**config.mk**
```make
export PLATFORM = sky130hd
export DESIGN_NAME = ultrasonic_echo_ranger
export DESIGN_NICKNAME = d
export VERILOG_FILES = /design/src/uer_pkg.sv /design/src/uer_front.sv /design/src/uer_queue.sv /design/src/uer_back.sv /design/src/ultrasonic_echo_ranger.sv
export SDC_FILE = /design/constraint.sdc
export NUM_CORES = 1
export LEC_CHECK = 0
export BUFFER_PORTS_ARGS = -buffer_cell sky130_fd_sc_hd__clkbuf_2
export CORE_ASPECT_RATIO = 2
export CORE_UTILIZATION = 60
export CTS_BUF_LIST = sky130_fd_sc_hd__clkbuf_8
export CTS_CLUSTER_DIAMETER = 40
export DETAILED_ROUTE_END_ITERATION = 7
export HOLD_SLACK_MARGIN = 0.02
export PLACE_DENSITY = 0.84
export SYNTH_ARGS = -nofsm -noshare
export SYNTH_HDL_FRONTEND = slang
export SYNTH_SLANG_ARGS = --single-unit
```
**constraint.sdc**
```tcl
create_clock -name i_clk -period 9.3 [get_ports i_clk]
set_input_delay 1.86 -clock i_clk [delete_from_list [all_inputs] [get_ports i_clk]]
set_output_delay 1.86 -clock i_clk [all_outputs]
set_load 0.01 [all_outputs]
```
**src/uer_pkg.sv**
```systemverilog
// Shared types and constants for the ultrasonic echo ranger.
package uer_pkg;

    localparam int TRIG_W     = 8;
    localparam int TMO_W      = 20;
    localparam int DIST_W     = 11;
    localparam int BAR_W      = 8;
    localparam int CFG_ADDR_W = 1;
    localparam int CFG_DATA_W = 20;
    localparam int S_TDATA_W  = 8;
    localparam int M_TDATA_W  = 24;

    localparam logic [TRIG_W-1:0] TRIG_RESET = 8'd10;
    localparam logic [TMO_W-1:0]  TMO_RESET  = 20'd56000;
    localparam logic [TMO_W-1:0]  TMO_MAX    = 20'hFFFFF;
    localparam logic [DIST_W-1:0] DIST_MAX   = 11'd2047;

    // distance_cm = floor(width * CM_NUM / CM_DEN), i.e. width / 58.82
    localparam int CM_NUM      = 50;
    localparam int CM_DEN      = 2941;
    localparam int BAR_STEP_CM = 20;

    typedef enum logic [CFG_ADDR_W-1:0] {
        CFG_TRIGGER_TICKS,
        CFG_TIMEOUT_TICKS
    } t_cfg_addr;

    typedef enum logic [1:0] {
        PH_IDLE,
        PH_TRIG,
        PH_WAIT,
        PH_MEAS
    } t_phase;

    typedef struct packed {
        logic trig;
        logic done;
        logic err;
    } t_flags;

    localparam int FLAGS_W = $bits(t_flags);

endpackage

```
**src/uer_front.sv**
```systemverilog
// Front end: per-tick trigger / echo-wait / echo-measure sequencer.
module uer_front #(
    parameter int PULSE_COUNT_BITS = 16
) (
    input  logic                        i_clk,
    input  logic                        i_rst_n,
    input  logic                        i_valid,
    output logic                        o_ready,
    input  logic                        i_start,
    input  logic                        i_echo,
    input  logic [uer_pkg::TRIG_W-1:0]  i_trigger_ticks,
    input  logic [uer_pkg::TMO_W-1:0]   i_timeout_ticks,
    input  logic                        i_full,
    output logic                        o_push,
    output uer_pkg::t_flags             o_flags,
    output logic [PULSE_COUNT_BITS-1:0] o_width
);
    import uer_pkg::*;

    localparam logic [PULSE_COUNT_BITS-1:0] PULSE_MAX = '1;

    t_phase                      r_phase, n_phase;
    logic [TRIG_W-1:0]           r_trig_cnt, n_trig_cnt;
    logic [TMO_W-1:0]            r_tmo_cnt, n_tmo_cnt;
    logic [PULSE_COUNT_BITS-1:0] r_pulse_width, n_pulse_width;
    logic [TMO_W-1:0]            tmo_inc;
    logic                        accept;

    assign o_ready = !i_full;
    assign accept  = i_valid && !i_full;
    assign o_push  = accept;
    assign tmo_inc = (r_tmo_cnt < TMO_MAX) ? r_tmo_cnt + 1'b1 : r_tmo_cnt;

    always_ff @(posedge i_clk) begin
        if (!i_rst_n) begin
            r_phase       <= PH_IDLE;
            r_trig_cnt    <= '0;
            r_tmo_cnt     <= '0;
            r_pulse_width <= '0;
        end else if (accept) begin
            r_phase       <= n_phase;
            r_trig_cnt    <= n_trig_cnt;
            r_tmo_cnt     <= n_tmo_cnt;
            r_pulse_width <= n_pulse_width;
        end
    end

    always_comb begin
        n_phase       = r_phase;
        n_trig_cnt    = r_trig_cnt;
        n_tmo_cnt     = r_tmo_cnt;
        n_pulse_width = r_pulse_width;
        o_flags       = '0;
        o_width       = '0;
        unique case (r_phase)
            PH_IDLE: begin
                if (i_start) begin
                    n_phase      = PH_TRIG;
                    n_trig_cnt   = TRIG_W'(1);
                    o_flags.trig = 1'b1;
                end
            end
            PH_TRIG: begin
                if (r_trig_cnt < i_trigger_ticks) begin
                    n_trig_cnt   = r_trig_cnt + 1'b1;
                    o_flags.trig = 1'b1;
                end else begin
                    n_phase   = PH_WAIT;
                    n_tmo_cnt = '0;
                end
            end
            PH_WAIT: begin
                n_tmo_cnt = tmo_inc;
                if (i_echo) begin
                    n_phase       = PH_MEAS;
                    n_pulse_width = PULSE_COUNT_BITS'(1);
                end else if (tmo_inc >= i_timeout_ticks) begin
                    n_phase      = PH_IDLE;
                    o_flags.done = 1'b1;
                    o_flags.err  = 1'b1;
                end
            end
            PH_MEAS: begin
                n_tmo_cnt = tmo_inc;
                if (!i_echo) begin
                    n_phase      = PH_IDLE;
                    o_flags.done = 1'b1;
                    o_width      = r_pulse_width;
                end else begin
                    if (r_pulse_width < PULSE_MAX) begin
                        n_pulse_width = r_pulse_width + 1'b1;
                    end
                    if (tmo_inc >= i_timeout_ticks) begin
                        n_phase      = PH_IDLE;
                        o_flags.done = 1'b1;
                        o_flags.err  = 1'b1;
                    end
                end
            end
            default: begin
                n_phase = PH_IDLE;
            end
        endcase
    end

endmodule

```
**src/uer_queue.sv**
```systemverilog
// Small register FIFO between the sequencer and the distance pipeline.
module uer_queue #(
    parameter int DATA_W = 19,
    parameter int DEPTH  = 4
) (
    input  logic              i_clk,
    input  logic              i_rst_n,
    input  logic              i_push,
    input  logic [DATA_W-1:0] i_data,
    output logic              o_full,
    input  logic              i_pop,
    output logic              o_empty,
    output logic [DATA_W-1:0] o_data
);
    import uer_pkg::*;

    localparam int PTR_W = $clog2(DEPTH);

    logic [DATA_W-1:0] r_mem [DEPTH];
    logic [PTR_W-1:0]  r_wr_ptr, r_rd_ptr;
    logic [PTR_W:0]    r_count;
    logic              do_push, do_pop;

    assign o_full  = (r_count == (PTR_W+1)'(DEPTH));
    assign o_empty = (r_count == '0);
    assign do_push = i_push && !o_full;
    assign do_pop  = i_pop && !o_empty;
    assign o_data  = r_mem[r_rd_ptr];

    always_ff @(posedge i_clk) begin
        if (do_push) begin
            r_mem[r_wr_ptr] <= i_data;
        end
    end

    always_ff @(posedge i_clk) begin
        if (!i_rst_n) begin
            r_wr_ptr <= '0;
            r_rd_ptr <= '0;
            r_count  <= '0;
        end else begin
            if (do_push) begin
                r_wr_ptr <= (r_wr_ptr == PTR_W'(DEPTH - 1)) ? '0 : r_wr_ptr + 1'b1;
            end
            if (do_pop) begin
                r_rd_ptr <= (r_rd_ptr == PTR_W'(DEPTH - 1)) ? '0 : r_rd_ptr + 1'b1;
            end
            unique case ({do_push, do_pop})
                2'b10:   r_count <= r_count + 1'b1;
                2'b01:   r_count <= r_count - 1'b1;
                default: r_count <= r_count;
            endcase
        end
    end

endmodule

```
**src/uer_back.sv**
```systemverilog
// Back end: pulse width to centimeters and LED bar, three-stage pipeline.
module uer_back #(
    parameter int PULSE_COUNT_BITS = 16,
    parameter int LED_COUNT        = 8
) (
    input  logic                        i_clk,
    input  logic                        i_rst_n,
    input  logic                        i_empty,
    output logic                        o_pop,
    input  uer_pkg::t_flags             i_flags,
    input  logic [PULSE_COUNT_BITS-1:0] i_width,
    output logic                        o_valid,
    input  logic                        i_ready,
    output uer_pkg::t_flags             o_flags,
    output logic [uer_pkg::DIST_W-1:0]  o_dist,
    output logic [uer_pkg::BAR_W-1:0]   o_bar
);
    import uer_pkg::*;

    // Reciprocal scaling: floor(w*RECIP >> K) equals floor(w*50/2941) for all w
    localparam int K      = PULSE_COUNT_BITS + 12;
    localparam int MW     = PULSE_COUNT_BITS + 7;
    localparam int PW     = PULSE_COUNT_BITS + MW;
    localparam int QW     = PW - K;
    localparam int EXT_W  = (QW > DIST_W) ? QW : DIST_W;
    localparam logic [63:0] RECIP_FULL =
        ((64'(CM_NUM) << K) + 64'(CM_DEN - 1)) / 64'(CM_DEN);
    localparam logic [MW-1:0] RECIP = RECIP_FULL[MW-1:0];
    localparam logic [DIST_W-1:0] FAR_CM = DIST_W'((LED_COUNT + 1) * BAR_STEP_CM);

    logic              advance;
    logic              r_v1, r_v2, r_v3;
    t_flags            r_f1, r_f2, r_f3;
    logic [PW-1:0]     r_prod;
    logic [DIST_W-1:0] r_dist2, r_dist3;
    logic [BAR_W-1:0]  r_bar3;
    logic [EXT_W-1:0]  quot_ext;
    logic [DIST_W-1:0] dist_sat;
    logic [BAR_W-1:0]  bar_raw;
    logic              good;

    assign advance = !r_v3 || i_ready;
    assign o_pop   = advance && !i_empty;

    assign quot_ext = EXT_W'(r_prod[PW-1:K]);
    assign dist_sat = (quot_ext > EXT_W'(DIST_MAX)) ? DIST_MAX : DIST_W'(quot_ext);

    always_comb begin
        for (int i = 0; i < BAR_W; i++) begin
            bar_raw[i] = (r_dist2 >= DIST_W'((i + 1) * BAR_STEP_CM));
        end
    end

    assign good = r_f2.done && !r_f2.err;

    always_ff @(posedge i_clk) begin
        if (!i_rst_n) begin
            r_v1 <= 1'b0;
            r_v2 <= 1'b0;
            r_v3 <= 1'b0;
        end else if (advance) begin
            r_v1 <= !i_empty;
            r_v2 <= r_v1;
            r_v3 <= r_v2;
        end
    end

    always_ff @(posedge i_clk) begin
        if (advance) begin
            r_f1    <= i_flags;
            r_prod  <= PW'(i_width) * PW'(RECIP);
            r_f2    <= r_f1;
            r_dist2 <= dist_sat;
            r_f3    <= r_f2;
            // drop distance and bar unless a clean echo finished
            r_dist3 <= good ? r_dist2 : '0;
            r_bar3  <= (good && (r_dist2 < FAR_CM)) ? bar_raw : '0;
        end
    end

    assign o_valid = r_v3;
    assign o_flags = r_f3;
    assign o_dist  = r_dist3;
    assign o_bar   = r_bar3;

endmodule

```
**src/ultrasonic_echo_ranger.sv**
```systemverilog
// Top level of the ultrasonic echo ranger.
// Each input beat is one 1 us timebase tick carrying a start request (bit 0)
// and the sampled echo level (bit 1); every accepted tick yields exactly one
// output beat, in order. A start while idle raises the trigger for
// trigger_ticks ticks (the start tick counts as the first), then the block
// waits for echo, counts the high ticks (saturating) and, on echo fall,
// reports done with distance_cm = floor(width*50/2941) and a thermometer bar
// of distance/20 (zero when beyond LED_COUNT levels). A timeout counted from
// the end of the trigger gives done with timed_out set and zero distance.
// Starts during a measurement are ignored. One tick is taken every clock
// cycle; the sequencer resolves a tick in the cycle it is accepted, and the
// result leaves through a four-entry queue and a three-stage pipeline
// (reciprocal multiply, scale and saturate, bar). The input is held off
// only when output back-pressure has filled the queue.
// Configuration writes take effect at the next edge and should be made idle.
module ultrasonic_echo_ranger #(
    parameter int PULSE_COUNT_BITS = 16,
    parameter int LED_COUNT        = 8
) (
    input  logic                             i_clk,
    input  logic                             i_rst_n,
    input  logic                             i_s_axis_tvalid,
    output logic                             o_s_axis_tready,
    // [0] start_req, [1] echo, [7:2] zero
    input  logic [uer_pkg::S_TDATA_W-1:0]    i_s_axis_tdata,
    output logic                             o_m_axis_tvalid,
    input  logic                             i_m_axis_tready,
    // [0] trigger_level, [1] done_res, [2] timed_out, [13:3] distance_cm,
    // [21:14] bar_pattern, [23:22] zero
    output logic [uer_pkg::M_TDATA_W-1:0]    o_m_axis_tdata,
    input  logic                             i_cfg_we,
    input  logic [uer_pkg::CFG_ADDR_W-1:0]   i_cfg_addr,
    input  logic [uer_pkg::CFG_DATA_W-1:0]   i_cfg_wdata
);
    import uer_pkg::*;

    localparam int EVT_W = FLAGS_W + PULSE_COUNT_BITS;

    logic [TRIG_W-1:0]           r_trigger_ticks;
    logic [TMO_W-1:0]            r_timeout_ticks;

    logic                        q_full, q_empty, q_push, q_pop;
    t_flags                      front_flags, head_flags, out_flags;
    logic [PULSE_COUNT_BITS-1:0] front_width, head_width;
    logic [EVT_W-1:0]            q_head;
    logic [DIST_W-1:0]           out_dist;
    logic [BAR_W-1:0]            out_bar;

    // Configuration registers; writes beyond the list are ignored by decode
    always_ff @(posedge i_clk) begin
        if (!i_rst_n) begin
            r_trigger_ticks <= TRIG_RESET;
            r_timeout_ticks <= TMO_RESET;
        end else if (i_cfg_we) begin
            unique case (i_cfg_addr)
                CFG_TRIGGER_TICKS: r_trigger_ticks <= i_cfg_wdata[TRIG_W-1:0];
                CFG_TIMEOUT_TICKS: r_timeout_ticks <= i_cfg_wdata[TMO_W-1:0];
                default:           r_trigger_ticks <= r_trigger_ticks;
            endcase
        end
    end

    // Sequencer: classify each tick and emit one event per tick
    uer_front #(
        .PULSE_COUNT_BITS (PULSE_COUNT_BITS)
    ) u_front (
        .i_clk           (i_clk),
        .i_rst_n         (i_rst_n),
        .i_valid         (i_s_axis_tvalid),
        .o_ready         (o_s_axis_tready),
        .i_start         (i_s_axis_tdata[0]),
        .i_echo          (i_s_axis_tdata[1]),
        .i_trigger_ticks (r_trigger_ticks),
        .i_timeout_ticks (r_timeout_ticks),
        .i_full          (q_full),
        .o_push          (q_push),
        .o_flags         (front_flags),
        .o_width         (front_width)
    );

    // Decouple the sequencer from output back-pressure
    uer_queue #(
        .DATA_W (EVT_W),
        .DEPTH  (4)
    ) u_queue (
        .i_clk   (i_clk),
        .i_rst_n (i_rst_n),
        .i_push  (q_push),
        .i_data  ({front_flags, front_width}),
        .o_full  (q_full),
        .i_pop   (q_pop),
        .o_empty (q_empty),
        .o_data  (q_head)
    );

    assign head_flags = t_flags'(q_head[EVT_W-1:PULSE_COUNT_BITS]);
    assign head_width = q_head[PULSE_COUNT_BITS-1:0];

    // Distance and bar computation, holds its last stage as the output register
    uer_back #(
        .PULSE_COUNT_BITS (PULSE_COUNT_BITS),
        .LED_COUNT        (LED_COUNT)
    ) u_back (
        .i_clk   (i_clk),
        .i_rst_n (i_rst_n),
        .i_empty (q_empty),
        .o_pop   (q_pop),
        .i_flags (head_flags),
        .i_width (head_width),
        .o_valid (o_m_axis_tvalid),
        .i_ready (i_m_axis_tready),
        .o_flags (out_flags),
        .o_dist  (out_dist),
        .o_bar   (out_bar)
    );

    assign o_m_axis_tdata = {2'b00, out_bar, out_dist,
                             out_flags.err, out_flags.done, out_flags.trig};

endmodule
```
Word-level counts from Yosys, hierarchy flattened
Memory sizes are Yosys's and may differ from the RTL's. A register that Yosys moved wholly into a read port is not among the register bits. Cells that the tools add are included. Widths: inputs -> output; s select.

Word-level logic and storage cells: 120. Memory bits (writable): 76. Memories kept: 1. Input port bits: 34. Register bits: 162. Output and inout port bits: 26.

Reductions and logical operators: 24. Order comparisons: 14. Equality and inequality tests: 14. Multiply operators: 1. Add/subtract/negate cells: 7. Muxes and demuxes: 33. Bitwise logic cells: 1.

Memories: u_queue.r_mem (words 4, bits a word 19, rd ports 1, clocked after memory_dff 1, wr ports 1, line uer_queue.sv:19) `logic [DATA_W-1:0] r_mem [DEPTH];`.

Operator list (count): $mux 16 (5); $mux 20 (2); $pmux 20 s2 (1); $mul 16x23->39 const B (1); $ge 11x7->1 const B (3); $pmux 16 s2 (1); $ge 11x6->1 const B (2); $ge 11x8->1 const B (2); $mux 2 (11); $add 20x1->20 const B (1); $ge 20x20->1 (1); $lt 20x20->1 const B (1); $add 16x1->16 const B (1); $lt 16x16->1 const B (1); $mux 8 (2); $pmux 8 s2 (1); $ge 11x5->1 const B (1); $gt 11x11->1 const B (1); $lt 11x8->1 const B (1); $eq 2x2->1 const B (5); $add 8x1->8 const B (1); $lt 8x8->1 (1); $ne 2x2->1 const B (4); $pmux 2 s4 (1); 22 further kinds (43).

Depth between registers and ports, before layout
Gate-level depths: netlist (run 1).

Depth in word-level cells: 6. Mapped depth: 23. Gate-level depth less buffers: 22.

Cells and area by module
A second synthesis (run 1) with hierarchy kept.

Cells, all modules: 1452. Area, all modules: 15541.2 um^2.

By module, submodules not included: uer_back (seq. area each 1561.5 um^2, times used 1, cells an instance 715, area an instance 7527.2 um^2); uer_front (seq. area each 920.9 um^2, times used 1, cells an instance 457, area an instance 3612.2 um^2); uer_queue (seq. area each 2462.4 um^2, times used 1, cells an instance 155, area an instance 3279.4 um^2); ultrasonic_echo_ranger (seq. area each 560.5 um^2, times used 1, cells an instance 125, area an instance 1122.3 um^2).

Least setup slack after synthesis (run 1)
OpenSTA, ideal clock, no wires.

Path kind: flip-flop to flip-flop. Start point: register (tool-made name). End point: register u_back.r_prod[38] (data pin). Path buffers: 2. Stages on the path, launching flop included: 21. Data required time: 9.026 ns. Setup time: 0.274 ns. Setup slack: 2.726 ns. Clock period less this slack: 6.574 ns. Arrival: 6.301 ns. Path through: dfxtp_1 > buf_6 > buf_2 > mux4_2 > ha_1 > fa_1 > fa_1 > inv_1 > fa_1 > inv_1 > fa_1 > inv_1 > fa_1 > inv_1 > ha_1 > nand4_1 > or2_2 > a311oi_1 > o31ai_1 > o41ai_1 > xor2_1.

RTL lines: end signal: assignment (line uer_back.sv:71) `r_prod <= PW'(i_width) * PW'(RECIP);`; end: declaration (line uer_back.sv:34) `logic [PW-1:0] r_prod;`.

==> flow_summary.ini, run 1 <==
[routing]
drc_errors = 0
drt_iter0_drc = 469
ant_nets = 0
dr.pass1.iters = 8
wirelength_um = 33800
dr_total_vias = 10511
drt-wirelength-per-cell_um = 18.4
via_per_inst = 5.73

[setup_path]
crit_arrival_ns = 8.11
cp.required_ns = 9.65
path_delay_family = adder cells
slowest_stage = dfxtp_1
path_buf_inv = 8
path_cells = buf_4 > mux4_2 > inv_1 > fa_1 > inv_1 > fa_1 > inv_1 > fa_1 > inv_1 > fa_1 > inv_1 > fa_1 > inv_1 > fa_1 > inv_1 > ha_1 > a21oi_1 > o211ai_1 > a21oi_1 > nand2_1 > o31ai_1 > o21ai_0 > xor2_1
r2r-end = u_back.r_prod[34]
reg2reg_depth = 23
slowest_delay_ns = 1.03
crit_fanout = 16
critPathMostFrequentCell = inv_1
crit_path_start_kind = register
worst-r2r-setup-slack_ns = 1.54
cp-end-kind = register
critPathKind = register to register

[clock_tree]
cts_tree = yes
cts-hold-fix-buffers = 0
cts_resized = 0
insertion_delay_ns = 0.61
numClockSinks = 212
cts_max_level = 1
cts_root_buffer = clkbuf_8
clkTransAtPathRegs_ns = 0.07
clk_path_buf_depth = 3
cts_setup_buffers = 0
cts_buffers = 30

[placement]
finalWeightedCongestion = 1.01
port_buffers = 51
hpwl_um = 27200
placed_cell_area_mm2 = 0.0157

[timing]
setup_viol = 0
fin_crit_ns = 7.76
max_slew.worst_pin.slew_ns = 1.09
timing.final.crit_share_pct = 83.4
fin_setup_tns_ns = 0
hold_slack_ns = 0.419
fmax_mhz = 129
clock-skew-final_ns = 0.0472
maxSlewViolCount = 0
maxSlewHeadroom_pct = 27.3
rsz0062_at_grt = no
hold_violations = 0

[global_routing]
first_global_vias = 11131
grt_first_pass_wirelength_um = 53100
antenna_found_initial = 0
grt-ovfl-total = 0
grt_max_degree = 69
grt_use_total_pct = 27.0

[floorplan]
start_util_pct = 61.0
num_rows = 82
dieArea_mm2 = 0.0261
fp.dieW_um = 115
fp.coreArea_mm2 = 0.0250
die_h_um = 228
io_pins = 60

[final_layout]
syn2layout_area_growth_pct = 7.22
nets = 1800
drive_gt1_share_pct = 9.55
fin_area_mm2 = 0.0164
n_antenna_cell = 0

[hold_path]
hold_depth = 0
min_from = u_back.r_f1[1]
hold_path_end = u_back.r_f2[1]
hold_path.class = register to register

[status]
status = finished, final reports clean

[yosys]
synth.most_common_cell = inv_1
synth_cell_types = 70
synth_largest_area_cell = edfxtp_1
synthArstFlopShare_pct = 0
ys_warn_count = 0
synthCells = 1441
avgSynthCellArea_um2 = 10.6
ys_ff_latch = 212
synth_common_cells = inv_1, ha_1, edfxtp_1
synth_edf_count = 126
yosys_most_used_dff = edfxtp_1
syn-cell-area_mm2 = 0.0153
yosysSeqAreaShare_pct = 36.1
netlist_top_cells_area = edfxtp_1, fa_1, ha_1, dfxtp_1, inv_1
synth_top_area_share_pct = 24.8

[job]
drv_cap = 0
==> registers in the layout, indices dropped and copies added, names as in the netlist, 8 cells and up, named ones only <==
signal and count:
u_back.r_prod 11, u_back.r_dist2 11, r_timeout_ticks 20, u_front.r_tmo_cnt 20, u_back.o_dist 11, u_front.r_trig_cnt 8
r_trigger_ticks 8, u_front.r_pulse_width 16, u_back.o_bar 8, u_queue.r_mem 76
==> worst reg2reg max path, delay by kind of cell, from the launching register on <==
family	cells	cell delay, ns
compound gates	5	1.67
xor+xnor	1	0.19
fa+ha+maj	7	3.50
buf+inv	8	0.77
flops	1	1.03
mux	1	0.31
simple gates	1	0.07
==> kinds of logic (layout without fill, tap and decap cells) <==
| logic type | count (synthesis) | after routing | share of synthesized area (%) |
|---|---|---|---|
| AO/OA/AOI/OAI | 223 | 223 | 9.46 |
| XOR/XNOR | 37 | 37 | 2.12 |
| adder cells (fa/ha/maj) | 292 | 292 | 29.5 |
| buffers and inverters | 298 | 354 | 7.69 |
| flip-flops | 212 | 212 | 36.1 |
| multiplexers | 32 | 32 | 3.76 |
| other | 1 | 2 | 0.0246 |
| AND/OR/NAND/NOR | 346 | 346 | 11.4 |
==> stage by stage <==
| step | utilization (%) | setup WS (ns) | std cells |
|---|---|---|---|
| after floorplan | - | 2.73 | 1442 |
| after global placement | 62.8 | 1.67 | 1778 |
| after detailed placement | 62.8 | 1.54 | 1778 |
| after CTS | 65.4 | 1.59 | 1834 |
| after global routing | 65.4 | 1.19 | 1834 |
| final | 65.4 | 1.54 | 1834 |
==> cell usage in the layout, fill, tap and decap left out, types with 10 or more instances in the layout <==
cell        n
inv_1     249
ha_1      178
edfxtp_1  126
fa_1      114
nand2_1   113
dfxtp_1    86
a21oi_1    57
o21ai_0    54
nor2_1     52
clkbuf_2   51
and2_1     34
clkbuf_8   33
nand4_1    28
nand3_1    27
a21boi_0   27
nor3_1     24
mux4_2     20
xor2_1     19
xnor2_1    18
or3_1      15
nor2b_1    13
o211ai_1   12
a21o_1     11
and3_1     10
==> worst max-delay path by stage <==
stage,startpoint,to,slack (ns),cells past startpoint
after floorplan,register,u_back.r_prod[38],2.73,20
after global placement,register,u_back.r_prod[33],1.67,19
after detailed placement,register,u_back.r_prod[34],1.54,23
after CTS,register,u_back.r_prod[34],1.59,23
after global routing,register,u_back.r_prod[33],1.19,19
final,register,u_back.r_prod[34],1.54,23
==> layer usage <==
metal	track usage, %	vias up	wire, µm
li1	-	4990	-
met1	22.2	5045	10500
met2	53.6	329	19100
met3	3.62	147	1160
met4	23.8	0	3040
met5	0	-	0
==> layout make-up <==
type / count / area [µm²]
fillers: 1925 / 8660
multi-input cells: 932 / 8590
flip-flops and latches: 212 / 5510
inverters: 243 / 912
clock buffers: 33 / 454
well taps: 336 / 420
repair buffers: 55 / 285
clock inverters: 23 / 200
Power of run 1 is not shown: default switching activity piles up to over one toggle a cycle in this logic, so the estimate is an artifact.
==> inputs of run 2 (changes only) <==
clock period = 7.4 ns   (was 9.3 ns; I/O delays follow)
==> flow_summary.ini, run 2 (synthesis results as in run 1) <==
[clock_tree]
cts_resized = 0
numClockSinks = 212
clkTransAtPathRegs_ns = 0.07
insertion_delay_ns = 0.61
cts-hold-fix-buffers = 0
cts_tree = yes
cts_setup_buffers = 0
clk_path_buf_depth = 3
cts_max_level = 1
cts_root_buffer = clkbuf_8
cts_buffers = 29

[timing]
fin_setup_tns_ns = 0
clock-skew-final_ns = 0.0549
fmax_mhz = 141
maxSlewHeadroom_pct = 27.8
timing.final.crit_share_pct = 95.9
fin_crit_ns = 7.10
max_slew.worst_pin.slew_ns = 1.08
setup_viol = 0
rsz0062_at_grt = no
maxSlewViolCount = 0
hold_slack_ns = 0.420
hold_violations = 0

[final_layout]
fin_area_mm2 = 0.0164
reg.largest.list = u_queue.r_mem x76, r_timeout_ticks x20, u_front.r_tmo_cnt x20
regMostFlops = u_queue.r_mem
mostFrequentLayoutCell = inv_1
drive_gt1_share_pct = 9.65
syn2layout_area_growth_pct = 7.16
nets = 1808
final_util_pct = 65.4
n_antenna_cell = 0
largest_reg_flops = 76
mostFrequentLayoutCells = inv_1, ha_1, edfxtp_1

[placement]
finalWeightedCongestion = 0.990
placed_cell_area_mm2 = 0.0158
hpwl_um = 27600
port_buffers = 51

[floorplan]
fp.dieW_um = 115
io_pins = 60
num_rows = 82
fp.coreArea_mm2 = 0.0250
start_util_pct = 61.0
dieArea_mm2 = 0.0261
die_h_um = 228

[setup_path]
crit_path_start_kind = register
cp.required_ns = 7.75
crit_arrival_ns = 7.45
crit_fanout = 9
worst-r2r-setup-slack_ns = 0.30
critPathKind = register to register
cp-end-kind = register

[job]
drv_cap = 0

[global_routing]
grt_max_degree = 69
antenna_found_initial = 0
grt_use_total_pct = 27.2
grt-ovfl-total = 0
grt_first_pass_wirelength_um = 53400
first_global_vias = 11283

[routing]
drt-wirelength-per-cell_um = 18.3
dr.pass1.iters = 7
drt_iter0_drc = 480
via_per_inst = 5.69
ant_nets = 0
drc_errors = 0
wirelength_um = 33700
dr_total_vias = 10472

[hold_path]
hold_path.class = register to register

[status]
status = finished, final reports clean
run 2: changes by cell type in the layout (fill, tap and decap cells not counted), sizes merged:
cell	before	now
buf	4	13
clkbuf	84	80
clkinv	9	13
inv	253	251
bufinv	3	2
clkinvlp	1	0
run 2: worst paths after layout:
| kind | from | to | cells past startpoint |
|---|---|---|---|
| worst min-delay path | u_back.r_prod[30] | u_back.r_dist2[2] | 0 |
| worst max register to register | register | u_back.r_prod[35] | 19 |
| worst min register to register | u_back.r_prod[30] | u_back.r_dist2[2] | 0 |
| worst max-delay path | register | u_back.r_prod[35] | 19 |
run 2: critical path: stages, from the launching register on:
cell and delay, ns:
dfxtp_1 0.66, buf_4 0.29, mux4_2 0.36, ha_1 0.39
inv_1 0.08, fa_1 0.64, inv_1 0.09, fa_1 0.55
fa_1 0.46, fa_1 0.55, inv_1 0.06, fa_1 0.54
inv_1 0.04, ha_1 0.36, nand4_1 0.24, a2111oi_0 0.65
o2111ai_1 0.25, o211a_1 0.35, o211ai_1 0.23, xor2_1 0.09
run 2: metal layers:
metal  part of all wire [%]  global-route usage [%]  vias up
met5                      0                       0        -
met4                    8.9                    23.3        0
met3                    2.4                    2.64      150
met2                     58                    55.4      281
met1                     31                    22.1     5042
li1                       -                       -     4999
run 2: metrics by stage:
stage | setup WS [ns] | cells
2_1_floorplan | 0.826 | 1442
3_3_place_gp | 0.459 | 1787
3_5_place_dp | 0.345 | 1787
4_1_cts | 0.391 | 1839
5_1_grt | 0.0958 | 1839
6_report | 0.300 | 1839
run 2: area by class of cell:
class / count / area (µm²)
Fill cell: 1968 / 8670
Multi-Input combinational cell: 932 / 8590
Sequential cell: 212 / 5510
Inverter: 243 / 912
Tap cell: 336 / 420
Clock buffer: 29 / 399
Timing Repair Buffer: 64 / 365
Clock inverter: 23 / 166
Power of run 2 is left out for the same reason.
